`src/rtl/chrl_pkg.sv`:
```
package chrl_pkg;

   localparam int FUNC_W  = 1;
   localparam int INDEX_W = 10;
   localparam int POINT_W = 32;
   localparam int KEY_W   = 32;
   localparam int POS_W   = 10;
   localparam int COUNT_W = 11;

   localparam logic [FUNC_W-1:0] FUNC_WRITE  = 1'b0;
   localparam logic [FUNC_W-1:0] FUNC_LOOKUP = 1'b1;

   // status of one search step, from the step unit to the sequencer
   typedef struct packed {
      logic hit;
      logic bounds_crossed;
      logic mid_past_end;
   } step_flags_type;

endpackage

```
`src/rtl/chrl_step_unit.sv`:
```
module chrl_step_unit #(
   parameter int IW = 13
) (
   input  logic                          eval,
   input  logic [chrl_pkg::KEY_W-1:0]    key,
   input  logic [chrl_pkg::POINT_W-1:0]  here,
   input  logic [chrl_pkg::POINT_W-1:0]  prior_point,
   input  logic signed [IW-1:0]          low,
   input  logic signed [IW-1:0]          high,
   input  logic signed [IW-1:0]          mid,
   input  logic signed [IW-1:0]          size,
   output logic signed [IW-1:0]          low_next,
   output logic signed [IW-1:0]          high_next,
   output logic signed [IW-1:0]          mid_next,
   output chrl_pkg::step_flags_type      flags
);
   import chrl_pkg::*;

   logic              key_above;
   logic signed [IW-1:0] sum;

   assign key_above = here < key;

   always_comb begin
      low_next  = low;
      high_next = high;
      if (eval) begin
         if (key_above) begin
            low_next = mid + IW'(1);
         end else begin
            high_next = mid - IW'(1);
         end
      end
   end

   assign sum      = low_next + high_next;
   assign mid_next = sum >>> 1;

   assign flags.hit            = eval && (key <= here) && (key > prior_point);
   assign flags.bounds_crossed = eval && (low_next > high_next);
   assign flags.mid_past_end   = mid_next >= size;

endmodule

```
`config.mk`:
```
export PLATFORM = sky130hd
export DESIGN_NAME = chrl_step_unit
export DESIGN_NICKNAME = d
export VERILOG_FILES = /design/src/rtl/chrl_pkg.sv /design/src/rtl/chrl_step_unit.sv
export SDC_FILE = /design/constraint.sdc
export NUM_CORES = 1
export LEC_CHECK = 0
export BUFFER_PORTS_ARGS = -buffer_cell sky130_fd_sc_hd__buf_2
export CORE_UTILIZATION = 46
export DETAILED_ROUTE_END_ITERATION = 8
export PLACE_DENSITY_LB_ADDON = 0.15
export SLEW_MARGIN = 20
export SYNTH_ARGS = -nofsm -noshare
export SYNTH_HDL_FRONTEND = slang
export SYNTH_SLANG_ARGS = --single-unit
```
`constraint.sdc`:
```
create_clock -name vclk -period 20.5
set_clock_uncertainty 0.05 [all_clocks]
set_input_delay 4.1 -clock vclk [all_inputs]
set_output_delay 4.1 -clock vclk [all_outputs]
set_load 0.1 [all_outputs]
```
==> metrics.txt <==
routability congestion estimate 0.929; commonest non-fill, non-tap cell in the layout buf_2; Residual DRC 0; DRT Wirelength 11,300 microns; routed via count 4,404; diodes inserted 0; status finished clean; post-route non-filler standard cell count 826; post-placement cell count 826; Slew headroom 0.328; Crit. End Element output port; num ports 191; Syn Area/Cell 7.01 sq um; fraction of layout cells with a size suffix above 1 0.301; pwr/cell area 62.8 mW/mm^2; post-detail-place hpwl 10,200 microns; Die Area 0.00870 sq mm; total power 306 uW; maxcap violations 0; Final #Nets 980; detailed-route wire length per cell 13.6 microns; # setup viols final 0; min Tclk post-route 14.00 ns; vias in the first global route 4,147; final hold vios 0; Tot GR Track Use 0.257; Crit Path Max Fanout 14; library cells used by synthesis 57; remaining global-route overflow 0; Hold Crit Class input port to output port; Seq/Total Area, Yosys 0; DRT Pass-1 Iters 5; drt initial violations 151; hold_buf cts 0; FILL cells 760; largest net degree at the start of global routing 22; RSZ-0062 raised after global routing no; # clk buffers 0; Synth Cell Area 0.00383 sq mm; Slew @ Worst Pin 1.00 ns; Resized Gates After CTS 0; row count 32; count of input and output buffers 191; die width 93.3 microns; global-route wire length before repair 18,500 microns; startpoint types input port; Data required, critical path 16.35 ns; FMAX 0.0714 GHz; effective utilization at floorplan 0.486; Slew Limit Fails 0; Critical Path AT 9.85 ns; post-CTS setup repair buffer count 0; Mapped Nets 801; initial antenna violation count 0; synth warn 0; Final period util 0.683; static leakage 2.87 nW; DIE HEIGHT 93.3 microns; DR vias/cell 5.33; setup TNS 0 ns; FF+latch count 0; Routed Antenna Nets 0; Setup Crit Path Kind input port to output port; Syn Inst Count 547; IR drop worst, VDD 46.2 uV; FF/Latch Area 0 sq um; area delta synth->final 27.0%; Placeable Area 0.00789 sq mm; most frequent cells in the layout buf_2 (191), inv_1 (108), ha_1 (104)
layout make-up:
type                            count  area [sq um]  area share
Multi-Input combinational cell    425          3380       0.694
Inverter                          108           405      0.0833
Timing Repair Buffer              191           956       0.196
Tap cell                          102           128      0.0262
cells in the mapped netlist (all sizes together), types with 2 or more instances:
library cell,n,share of area
inv,108,0.11
ha,104,0.34
a21oi,41,0.054
nand2,31,0.030
o21ai,31,0.040
nor2,30,0.029
nand4,18,0.033
a21o,17,0.033
nand3,17,0.022
xor2,14,0.032
xnor2,13,0.030
clkbuf,12,0.012
nor4,11,0.022
mux2,9,0.026
nor3,8,0.010
a31oi,7,0.011
nand2b,7,0.012
nor2b,5,0.0082
o211ai,5,0.0098
o21a,5,0.0098
o21bai,5,0.0098
or2,5,0.0082
a211oi,4,0.010
and2,4,0.0065
or3,4,0.0078
a311oi,3,0.011
o211a,3,0.0078
a211o,2,0.0046
and3,2,0.0033
buf,2,0.0033
mux2i,2,0.0052
o2111a,2,0.0059
o31ai,2,0.0075
routing by layer:
layer | GRT usage | wire length, microns | vias to the layer above | share of wire
li1 | - | - | 2270 | -
met1 | 0.348 | 5170 | 1948 | 0.46
met2 | 0.457 | 5240 | 171 | 0.47
met3 | 0.0146 | 690 | 15 | 0.061
met4 | 0.0321 | 146 | 0 | 0.013
met5 | 0 | 0 | - | 0
where the power goes:
group	switching (mW)	total (mW)	internal, mW	leakage, nW
Combinational	0.226	0.306	0.0793	2.87
Sequential	0	0	0	0
Clock	0	0	0	0
Total	0.226	0.306	0.0793	2.87
cell families after synthesis:
| logic type | Yosys count | share of synthesized area |
|---|---|---|
| and+or+nand+nor | 144 | 0.197 |
| AOI/OAI and AO/OA | 138 | 0.244 |
| buffers and inverters | 122 | 0.121 |
| adders and majority gates | 105 | 0.345 |
| xor gates and xnor gates | 27 | 0.0617 |
| muxes | 11 | 0.0317 |
per-stage QoR:
stage | instance area, sq um | setup WS (ns) | utilization | hold slack [ns]
after global placement | 4860 | 6.47 | 0.617 | 8.70
final | 4870 | 6.50 | 0.617 | 8.71
after detailed placement | 4860 | 6.32 | 0.617 | 8.70
after floorplan | 3830 | 3.08 | - | 8.60
after global routing | 4870 | 5.98 | 0.617 | 8.72
after CTS | 4860 | 6.30 | 0.617 | 8.70
worst max-delay path: stages:
cell	delay, ns
buf_2	0.11
ha_1	0.33
a41oi_2	0.18
o21ai_1	0.09
a221o_1	0.40
o21a_1	0.23
nor3_2	0.80
mux2_2	0.36
ha_1	0.18
inv_1	0.06
fa_1	0.40
o21bai_1	0.23
o211ai_1	0.18
a21o_1	0.23
a21o_1	0.18
xnor2_1	0.20
ha_1	0.28
a21o_1	0.17
a21oi_1	0.15
o21ai_0	0.10
a21o_1	0.18
a21oi_1	0.16
o211ai_1	0.10
a21o_1	0.16
buf_2	0.28
worst paths after layout:
check / from / endpoint / slack, ns / depth (start not counted)
hold / removal: high[1] / high_next[1] / 8.71 / 4
setup / recovery: key[19] / flags[0] / 6.50 / 25
Power figures use the tool's default switching activity.
